**config.mk**
```make
export PLATFORM = sky130hd
export DESIGN_NAME = ffba_cell
export DESIGN_NICKNAME = d
export VERILOG_FILES = /design/src/design/first_fit_block_allocator_unit_macros.svh /design/src/design/ffba_pkg.sv /design/src/design/ffba_cell.sv
export SDC_FILE = /design/constraint.sdc
export NUM_CORES = 1
export LEC_CHECK = 0
export ABC_AREA = 1
export BUFFER_PORTS_ARGS = -buffer_cell sky130_fd_sc_hd__buf_2
export CAP_MARGIN = 20
export CELL_PAD_IN_SITES_DETAIL_PLACEMENT = 0
export CELL_PAD_IN_SITES_GLOBAL_PLACEMENT = 2
export CORE_ASPECT_RATIO = 1.4
export CORE_MARGIN = 2
export CORE_UTILIZATION = 29
export CTS_CLUSTER_SIZE = 14
export DETAILED_ROUTE_END_ITERATION = 12
export HOLD_SLACK_MARGIN = 0.02
export PLACE_DENSITY_LB_ADDON = 0.25
export SYNTH_ARGS = -nofsm -noshare
export SYNTH_HDL_FRONTEND = slang
export SYNTH_SLANG_ARGS = --single-unit
```
**constraint.sdc**
```tcl
create_clock -name clk -period 6.05 [get_ports clk]
set_clock_uncertainty 0.05 [all_clocks]
set_input_delay 1.21 -clock clk [delete_from_list [all_inputs] [get_ports clk]]
set_output_delay 1.21 -clock clk [all_outputs]
set_load 0.005 [all_outputs]
```
**src/design/first_fit_block_allocator_unit_macros.svh**
```systemverilog
// Assertion macros used by the allocator's top-level RTL file.
// Depends on nothing; included by files that carry concurrent assertions.
`ifndef FIRST_FIT_BLOCK_ALLOCATOR_UNIT_MACROS_SVH
`define FIRST_FIT_BLOCK_ALLOCATOR_UNIT_MACROS_SVH

// Checks that the consequent holds in the same cycle as the antecedent.
`define FFBA_ASSERT_NOW(label, clk, rst_n, ante, cons, msg) \
	label: assert property (@(posedge clk) disable iff (!rst_n) (ante) |-> (cons)) \
		else $error(msg);

// Checks that the consequent holds in the cycle after the antecedent.
`define FFBA_ASSERT_NEXT(label, clk, rst_n, ante, cons, msg) \
	label: assert property (@(posedge clk) disable iff (!rst_n) (ante) |=> (cons)) \
		else $error(msg);

`endif

```
**src/design/ffba_pkg.sv**
```systemverilog
// Types and constants of the first-fit block allocator.
// Depends on nothing; used by ffba_cell and first_fit_block_allocator_unit.
`timescale 1ns / 1ps

package ffba_pkg;

	localparam logic KIND_ALLOC = 1'b0;
	localparam logic KIND_FREE  = 1'b1;

	localparam logic REG_HEAP_BASE  = 1'b0;
	localparam logic REG_HEAP_BYTES = 1'b1;

	localparam logic [31:0] HEAP_BASE_RST  = 32'h0000_0000;
	localparam logic [31:0] HEAP_BYTES_RST = 32'h0001_0000;

	typedef enum logic [2:0] {
		ST_OK           = 3'd0,
		ST_NO_FIT       = 3'd1,
		ST_TABLE_FULL   = 3'd2,
		ST_NOT_FOUND    = 3'd3,
		ST_ALREADY_FREE = 3'd4
	} status_t;

	typedef struct packed {
		logic        kind;
		logic [31:0] request_size;
		logic [31:0] free_address;
	} in_item_t;

	typedef struct packed {
		logic [31:0] block_address;
		status_t     status;
		logic        single_block;
	} out_item_t;

	typedef struct packed {
		logic [31:0] start;
		logic [31:0] length;
		logic        used;
	} entry_t;

	typedef struct packed {
		logic        kind;
		logic [32:0] need;
		logic [31:0] address;
	} query_t;

	typedef enum logic [3:0] {
		OP_HOLD     = 4'd0,
		OP_INIT     = 4'd1,
		OP_SET_USED = 4'd2,
		OP_SPLIT    = 4'd3,
		OP_SHIFT_R  = 4'd4,
		OP_SHIFT_L1 = 4'd5,
		OP_SHIFT_L2 = 4'd6,
		OP_FREE     = 4'd7,
		OP_MERGE1   = 4'd8,
		OP_MERGE2   = 4'd9
	} cell_op_t;

	typedef struct packed {
		cell_op_t    op;
		logic [31:0] size;
		logic [32:0] need;
	} cell_ctrl_t;

endpackage

```
**src/design/ffba_cell.sv**
```systemverilog
// One table cell: holds a block's start, length and used flag, matches a query
// and takes its next contents from itself, its neighbours or the init entry. Depends on ffba_pkg.
`timescale 1ns / 1ps

module ffba_cell #(
	parameter int unsigned HEADER_BYTES = 20
) (
	input  logic                clk,
	input  logic                arst_n,
	input  ffba_pkg::cell_ctrl_t ctrl,
	input  ffba_pkg::query_t    query,
	input  logic                valid,
	input  ffba_pkg::entry_t    init,
	input  ffba_pkg::entry_t    left,
	input  ffba_pkg::entry_t    right1,
	input  ffba_pkg::entry_t    right2,
	output ffba_pkg::entry_t    entry,
	output logic                hit
);

	localparam logic [31:0] HDR  = 32'(HEADER_BYTES);
	localparam logic [31:0] HDR2 = 32'(2 * HEADER_BYTES);

	ffba_pkg::entry_t entry_q;

	assign entry = entry_q;

	always_comb begin
		if (query.kind == ffba_pkg::KIND_FREE) begin
			hit = valid && (entry_q.start == query.address);
		end else begin
			hit = valid && !entry_q.used && ({1'b0, entry_q.length} >= query.need);
		end
	end

	always_ff @(posedge clk or negedge arst_n) begin
		if (!arst_n) begin
			entry_q.start  <= ffba_pkg::HEAP_BASE_RST;
			entry_q.length <= ffba_pkg::HEAP_BYTES_RST;
			entry_q.used   <= 1'b0;
		end else begin
			case (ctrl.op)
				ffba_pkg::OP_HOLD: begin
					entry_q <= entry_q;
				end
				ffba_pkg::OP_INIT: begin
					entry_q <= init;
				end
				ffba_pkg::OP_SET_USED: begin
					entry_q.length <= ctrl.size;
					entry_q.used   <= 1'b1;
				end
				ffba_pkg::OP_SPLIT: begin
					entry_q.start  <= left.start + ctrl.need[31:0];
					entry_q.length <= left.length - ctrl.need[31:0];
					entry_q.used   <= 1'b0;
				end
				ffba_pkg::OP_SHIFT_R: begin
					entry_q <= left;
				end
				ffba_pkg::OP_SHIFT_L1: begin
					entry_q <= right1;
				end
				ffba_pkg::OP_SHIFT_L2: begin
					entry_q <= right2;
				end
				ffba_pkg::OP_FREE: begin
					entry_q.used <= 1'b0;
				end
				ffba_pkg::OP_MERGE1: begin
					entry_q.length <= entry_q.length + right1.length + HDR;
					entry_q.used   <= 1'b0;
				end
				ffba_pkg::OP_MERGE2: begin
					entry_q.length <= entry_q.length + right1.length + right2.length + HDR2;
					entry_q.used   <= 1'b0;
				end
				default: begin
					entry_q <= entry_q;
				end
			endcase
		end
	end

endmodule
```
# Word level (Yosys, flattened, before mapping)
# Index checks and enable logic that the tools add are counted.
[totals]
latchBits = 0
wordCells = 32
mem_count = 0
romBits = 0
register_bits = 65
in_bits = 398
ramBits = 0
out_inout_bits = 66
[op_classes]
magnitude_cmp = 1
n_reduce_logical = 8
div = 0
n_addsub = 6
bitwise = 0
muxes = 4
multipliers = 0
eq_ne = 10
n_shift = 0
[ops]
columns = ["cell", "n"]
rows = [
  ["$pmux 32 s8", 1],
  ["$pmux 32 s5", 1],
  ["$add 32x32->32", 3],
  ["$ge 32x33->1", 1],
  ["$add 32x5->32 const B", 1],
  ["$add 32x6->32 const B", 1],
  ["$eq 32x32->1", 1],
  ["$sub 32x32->32", 1],
  ["$eq 4x3->1 const B", 4],
  ["$eq 4x2->1 const B", 2],
  ["$eq 4x4->1 const B", 2],
  ["$reduce_bool 8->1", 1],
  ["$pmux 1 s6", 1],
  ["$reduce_bool 6->1", 1],
  ["$reduce_bool 5->1", 1],
  ["$eq 4x1->1 const B", 1],
  ["$reduce_or 4->1", 1],
  ["$logic_and 1x1->1", 3],
  ["$logic_not 1->1", 1],
  ["$mux 1", 1],
]

# Longest topological paths before layout
# Gate-level depths: netlist of run 1.
[logic_depth]
word_depth = 4
ltp_mapped = 28
depth_no_buf = 28

# Least setup slack after synthesis of run 1
# Ideal clock, no wire load.
[synth_path]
path_kind = "input to register"
startpoint = "input right1[1] (netlist bit)"
endpoint = "register entry_q (netlist bit entry[22])"
slack_ns = 1.492
required_ns = 5.883
n_path_buf = 0
path_stages = 20
setup_time_ns = 0.117
arrival_time_ns = 4.392
path_cell_list = "ha_1 -> fa_1 -> nand3_1 -> nand2_4 -> nand2_2 -> nand2_2 -> a21oi_1 -> nand2_1 -> nand2_1 -> ha_1 -> ha_1 -> a21oi_1 -> o21ai_0 -> a21oi_1 -> nand3_1 -> or2_2 -> a311oi_1 -> o21ai_1 -> nand2_1 -> nand2_1"
[synth_via]
elab_chain_len = 4
word_cells_on_any_way = 5
cone_classes = "add/sub (4); mux (1)"
[synth_rtl]
columns = ["element", "line", "rtl"]
rows = [
  ["start, declared", "ffba_cell.sv:15", "input ffba_pkg::entry_t right1,"],
  ["$add 32x32->32 *", "ffba_cell.sv:71, ffba_cell.sv:75", ""],
  ["$add 32x32->32", "ffba_cell.sv:75", "entry_q.length <= entry_q.length + right1.length + right2.length + HDR2;"],
  ["$add 32x6->32", "ffba_cell.sv:75", ""],
  ["$pmux 32 s8 *", "ffba_cell.sv:42", "case (ctrl.op)"],
  ["end signal, assigned", "ffba_cell.sv:44", "entry_q <= entry_q;"],
  ["end signal, assigned", "ffba_cell.sv:47", "entry_q <= init;"],
  ["end signal, assigned", "ffba_cell.sv:79", "entry_q <= entry_q;"],
  ["end, declared", "ffba_cell.sv:24", "ffba_pkg::entry_t entry_q;"],
]
# Mark *: on every way between the ends. The rest lies on a longest branch, timed or not.
# A chain may end at the register's enable or synchronous reset.

# Final worst setup path of run 1
[layout_path]
startpoint = "input right1[1] (netlist bit)"
endpoint = "register entry_q (netlist bit entry[28])"
# The elaborated chain is that of the path after synthesis.

==> results of run 1 <==
==> path summary, 6_finish.rpt <==
kind | to | depth (start not counted) | start
hold reg to reg | entry[17] | 2 | entry[17]
setup reg to reg | entry[28] | 25 | entry[1]
min in group asynchronous | entry[62] | 1 | arst_n
setup / recovery | entry[28] | 26 | right1[1]
hold / removal | entry[17] | 2 | entry[17]
max in group asynchronous | entry[6] | 1 | arst_n
==> layout by cell type, fill, tap and decap left out, drive strengths merged, types with 29 or more instances in the layout <==
cell,Yosys,layout
a21oi,227,227
buf,14,487
dfrtp,64,64
ha,187,187
inv,371,372
nand2,805,805
nand3,194,194
nand4,59,59
nor2,242,242
nor3,29,29
o21ai,162,162
or2,36,36
==> critical path: stages <==
cell and delay, ps:
sky130_fd_sc_hd__buf_2 110, sky130_fd_sc_hd__ha_1 300, sky130_fd_sc_hd__fa_1 510, sky130_fd_sc_hd__nand3_1 190, sky130_fd_sc_hd__nand2_4 90, sky130_fd_sc_hd__nand2_2 70
sky130_fd_sc_hd__nand2_2 90, sky130_fd_sc_hd__a21oi_1 220, sky130_fd_sc_hd__nand2_1 80, sky130_fd_sc_hd__nand2_1 150, sky130_fd_sc_hd__ha_1 270, sky130_fd_sc_hd__ha_1 370
sky130_fd_sc_hd__a21oi_1 260, sky130_fd_sc_hd__o21ai_0 210, sky130_fd_sc_hd__a21oi_1 230, sky130_fd_sc_hd__nand3_1 200, sky130_fd_sc_hd__nand2_1 120, sky130_fd_sc_hd__nand2_1 100
sky130_fd_sc_hd__nand2_1 80, sky130_fd_sc_hd__nand2_1 60, sky130_fd_sc_hd__xnor2_1 140, sky130_fd_sc_hd__nor2_1 50, sky130_fd_sc_hd__nor2_1 180, sky130_fd_sc_hd__nand2_1 90
sky130_fd_sc_hd__nand2_1 110, sky130_fd_sc_hd__nand2_1 60
==> metrics by stage <==
stage | hold WS (ps) | power, uW | instance area (sq um)
2_1_floorplan | 426 | 3090 | 15300
6_report | 447 | 4950 | 18800
3_5_place_dp | 440 | 4370 | 18500
5_1_grt | 462 | 5460 | 18800
3_3_place_gp | 432 | 4350 | 18500
4_1_cts | 450 | 4980 | 18800
==> routing by layer <==
layer	global-route usage	vias up
li1	-	9783
met1	0.302	8781
met2	0.561	549
met3	0.0325	124
met4	0.134	8
met5	0	-
==> power by group through the flow <==
stage	clock network, uW	logic [uW]	registers [uW]
2_1_floorplan	0	2470	622
3_3_place_gp	0	3700	646
3_5_place_dp	0	3720	649
4_1_cts	601	3740	642
5_1_grt	610	4190	654
6_report	580	3730	642
==> cell type report <==
cell class,count,area [sq um]
timing repair buffer,487,2510
inverter,374,1400
tap,707,885
clock inverter,4,52.6
clock buffer,11,253
fill,6077,33300
antenna,1,2.50
sequential,65,1630
multi-input combinational,2165,12100
==> kinds of logic (layout without fill, tap and decap cells) <==
group           Yosys count  count (layout)  share of synthesized area
compound gates          546             546                      0.207
fa+ha+maj               191             191                      0.158
other cells               0               1                          0
simple gates           1388            1388                      0.399
flops                    65              65                      0.106
buf+inv                 426             876                      0.105
mux                       3               3                    0.00196
xor+xnor                 37              37                     0.0217
==> flow_summary.ini, run 1 <==
[pwr]
comb_power_share = 0.753
powerDensity_nw_per_um2 = 263
clock_power_share = 0.117
power_frac_seq = 0.130
power.net_switching_uw = 2810
switching_share = 0.567
irDropWorstVdd_v = 0.000173
power.leakage_uw = 0.0102
internal-power_uw = 2140

[detailed_routing]
met3RoutedLength_mm = 3.03
drt.antenna.violating_nets = 0
route.detailed.vias_per_inst = 5.05
drcViolationCount = 0
vias = 19200
routedWlPerCell_um = 21.1
wl_met1_mm = 30.8
routed-wl-met2_mm = 42.7
postRouteWirelength_mm = 80.4
drt-pass1-iter-count = 5
highest_layer = met5
drtIter0Drc = 929

[finish]
areaGrowthSynthToFinish_pct = 23.0
number_of_cells_in_the_finished_layout_apart_from_fillers = 3814
layout-drive-gt1-share = 0.202
nets = 3691
postLayoutCoreUtil = 0.361
max_ffs_per_register = 65

[clocking]
clock-root-buffer = sky130_fd_sc_hd__clkbuf_16
post_cts.repair.setup_buffers = 0
cts.reportedPaths.clkPinSlew_ps = 60
cts-buffers-inserted = 9
post_cts_hold_buffer_count = 0
cts-resized-gates = 0
cts-htree-levels = 3
clock_insertion_delay_worst_skew_ps = 380
tritoncts = done
clock_sink_count = 65
cts_buffer_depth = 2

[status]
run_status = completed

[timing]
final-setup-viol-count = 0
final_min_period_over_clock_period = 0.885
final.setup.worst_slack_ps = 698
final_hold_viols = 0
max_slew.worst_pin.slew_ps = 1010
final.min_clock_period_ps = 5350
final.setup.tns_ps = 0
rsz_0062_raised_after_global_routing = no
fmax_ghz = 0.187
slew_viol_final = 0
worst_slew_margin_rel = 0.327

[synthesis]
seq_area_frac_synth = 0.106
yosys-top-cells-count = sky130_fd_sc_hd__nand2_1 (774), sky130_fd_sc_hd__inv_1 (356), sky130_fd_sc_hd__a21oi_1 (226)
yosys_warnings = 0
ys.flop_type = sky130_fd_sc_hd__dfrtp_1
synth_cell_types = 58
synthDominantAreaCellType = sky130_fd_sc_hd__nand2_1
yosysMostFrequentCell = sky130_fd_sc_hd__nand2_1
post_synthesis_instance_area_sq_um = 15300
post-synth-top-area-fraction = 0.190
syn_inst = 2656
post_synth_main_area_contributors = sky130_fd_sc_hd__nand2_1 (19%), sky130_fd_sc_hd__ha_1 (15%), sky130_fd_sc_hd__dfrtp_1 (10%), sky130_fd_sc_hd__inv_1 (8.7%), sky130_fd_sc_hd__a21oi_1 (7.4%)
number_of_enable_flip_flop_cells_after_synthesis = 0
synth.net_count = 3245
synth-seq-cells = 65
synth_async_sr_flop_share = 1.00
average_cell_area_after_synthesis_sq_um = 5.76

[floorplan]
die-area_sq_um = 54600
std_cell_rows = 99
io_pins = 464
floorplan.initialDensity = 0.293
die_height_um = 276
core_area_sq_um = 52100
floorplan_die_width_um = 198

[setup_path]
worstPathRequired_ps = 6270
cp.arrival_ps = 5580
worst-path-max-fanout = 6
r2r_setup_slack_ps = 1220
type_of_the_worst_setup_path = input pin to flip-flop
crit_path_start_kind = input pin
setup.worst_path.end_class = flip-flop

[place]
buffer_ports.inserted = 462
gpl.final_weighted_congestion = 0.920
preCtsSetupSlack_ps = 322
detailedPlacementHpwl_mm = 70.1
placedCellCount = 3798

[grt]
grt_antenna_before_repair = 6
grt_max_degree = 66
gr-usage-all-layers = 0.287
grt_overflow = 0
first_global_vias = 19200
grt_first_pass_wirelength_mm = 115

[min_path]
min-delay-path-class = flip-flop to flip-flop

[flow_run]
cap_viol_max_count = 0
Note: power is estimated with default switching activity, not from simulation.
==> run 2, diff against run 1 <==
--- a/config.mk
+++ b/config.mk
@@ -9,10 +9,10 @@
 export BUFFER_PORTS_ARGS = -buffer_cell sky130_fd_sc_hd__buf_2
 export CAP_MARGIN = 20
 export CELL_PAD_IN_SITES_DETAIL_PLACEMENT = 0
-export CELL_PAD_IN_SITES_GLOBAL_PLACEMENT = 2
+export CELL_PAD_IN_SITES_GLOBAL_PLACEMENT = 1
 export CORE_ASPECT_RATIO = 1.4
 export CORE_MARGIN = 2
-export CORE_UTILIZATION = 29
+export CORE_UTILIZATION = 39
 export CTS_CLUSTER_SIZE = 14
 export DETAILED_ROUTE_END_ITERATION = 12
 export HOLD_SLACK_MARGIN = 0.02
==> constraint.sdc (replaced) <==
create_clock -name clk -period 6.05 [get_ports clk]
set_clock_uncertainty 0.05 [all_clocks]
set_input_delay 1.21 -clock clk [delete_from_list [all_inputs] [get_ports clk]]
set_output_delay 1.21 -clock clk [all_outputs]
set_load 0.02 [all_outputs]
==> flow_summary.ini, run 2 (same netlist as run 1, synthesis figures left out) <==
[timing]
worst_slew_margin_rel = 0.320
final.min_clock_period_ps = 5270
rsz_0062_raised_after_global_routing = no
final_hold_viols = 0
max_slew.worst_pin.slew_ps = 1020
final.setup.tns_ps = 0
final-setup-viol-count = 0
final_min_period_over_clock_period = 0.872
slew_viol_final = 0
final.setup.worst_slack_ps = 775
fmax_ghz = 0.190

[finish]
layout-drive-gt1-share = 0.201
stdcell_area_sq_um = 18600
fillCellCount = 4245
nets = 3688
final_common_cell = sky130_fd_sc_hd__nand2_1
number_of_cells_in_the_finished_layout_apart_from_fillers = 3634
layout_common_cells = sky130_fd_sc_hd__nand2_1 (774), sky130_fd_sc_hd__buf_2 (462), sky130_fd_sc_hd__inv_1 (356)
areaGrowthSynthToFinish_pct = 21.5
max_ffs_per_register = 65

[place]
placedCellCount = 3609
gpl.final_weighted_congestion = 0.988
buffer_ports.inserted = 462
detailedPlacementHpwl_mm = 63.8
preCtsSetupSlack_ps = 474
placement.cell_area_sq_um = 18200

[setup_path]
crit_path_start_kind = input pin
crit_slowest_cell = sky130_fd_sc_hd__fa_1
setup.worst_path.end_class = flip-flop
path_cells = buf_2 -> ha_1 -> fa_1 -> nand3_1 -> nand2_4 -> nand4_1 -> nand3_1 -> nand2_1 -> nand2_1 -> ha_1 -> ha_1 -> nand2_1 -> nor3_1 -> nand3_1 -> nand3_1 -> nand2_1 -> nand2_1 -> a21oi_1 -> o21ai_0 -> nand3_1 -> nor2_1 -> o21ai_1 -> nand2_1 -> nand2_1
crit_path_frequent_cell = sky130_fd_sc_hd__nand2_1
type_of_the_worst_setup_path = input pin to flip-flop
worst-path-max-fanout = 5
critPathTopFamily = simple AND/OR/NAND/NOR gates
worstPathBufferInverterCount = 1
worstPathRequired_ps = 6270
slowest_delay_ps = 500
cp.arrival_ps = 5490

[clocking]
clock_insertion_delay_worst_skew_ps = 380
clock_sink_count = 65
cts-buffers-inserted = 9
clock-root-buffer = sky130_fd_sc_hd__clkbuf_16
post_cts_hold_buffer_count = 0
tritoncts = done
cts_buffer_depth = 2
cts-htree-levels = 3
cts.reportedPaths.clkPinSlew_ps = 70
cts-resized-gates = 0
post_cts.repair.setup_buffers = 0

[floorplan]
core_area_sq_um = 38600
die-area_sq_um = 40800
die_height_um = 238
floorplan_die_width_um = 171
floorplan.initialDensity = 0.396
io_pins = 464
std_cell_rows = 85

[min_path]
min-delay-path-class = flip-flop to flip-flop

[pwr]
power.leakage_uw = 0.0102
powerDensity_nw_per_um2 = 273
irDropWorstVdd_v = 0.000144
power.total_uw = 5080

[detailed_routing]
drcViolationCount = 0
routedWlPerCell_um = 20.5
vias = 19800
drtIter0Drc = 1196
postRouteWirelength_mm = 74.4
drt-pass1-iter-count = 5
route.detailed.vias_per_inst = 5.45
drt.antenna.violating_nets = 0

[grt]
grt_antenna_before_repair = 11
grt_overflow = 0
gr-usage-all-layers = 0.354
grt_max_degree = 66
gr-max-usage-layer = met2
first_global_vias = 19400
grt_use_met2 = 0.650
grt.met3_usage = 0.0438
met1_layer_usage_reported_by_global_route = 0.378
grt_first_pass_wirelength_mm = 108

[status]
run_status = completed

[flow_run]
cap_viol_max_count = 0
[run 2: power breakdown]
part	leakage, uW	internal (uW)	total (uW)	switching, uW
combinational	0.00926	1280	3810	2540
clock	0.000155	384	626	242
sequential	0.000776	526	637	111
total	0.0102	2190	5080	2890
[run 2: layer usage]
layer  share of wire  up-vias
met5         0.00036        -
met4           0.065        4
met3           0.057      181
met2            0.50      792
met1            0.37     9072
li1                -     9774
[run 2: layout make-up]
class	count	area (sq um)	area share
multi-input combinational	2165	12100	0.650
timing repair buffer	484	2470	0.133
sequential	65	1630	0.0876
inverter	374	1400	0.0755
tap	522	653	0.0351
clock buffer	12	256	0.0138
clock inverter	4	75.1	0.00404
antenna	8	20.0	0.00108
[run 2: worst paths after layout]
check	startpoint	endpoint	slack (ps)	cells after the start
min	entry[17]	entry[17]	440	2
min reg2reg	entry[17]	entry[17]	440	2
max in group asynchronous	arst_n	entry[6]	4250	2
max	right1[1]	entry[26]	780	24
min in group asynchronous	arst_n	entry[60]	1030	2
max reg2reg	entry[11]	entry[26]	1330	23
[run 2: worst register-to-register path: cells and delay by family (launching register included)]
| family | cells | cell delay, ps |
|---|---|---|
| flops | 1 | 440 |
| simple gates | 17 | 2740 |
| fa+ha+maj | 3 | 1040 |
| compound gates | 3 | 340 |
[run 2: metrics by stage]
stage	util	hold slack, ps
after floorplan	-	467
after detailed placement	0.472	434
final	0.481	441
after global routing	0.481	468
after CTS	0.481	443
after global placement	0.472	427
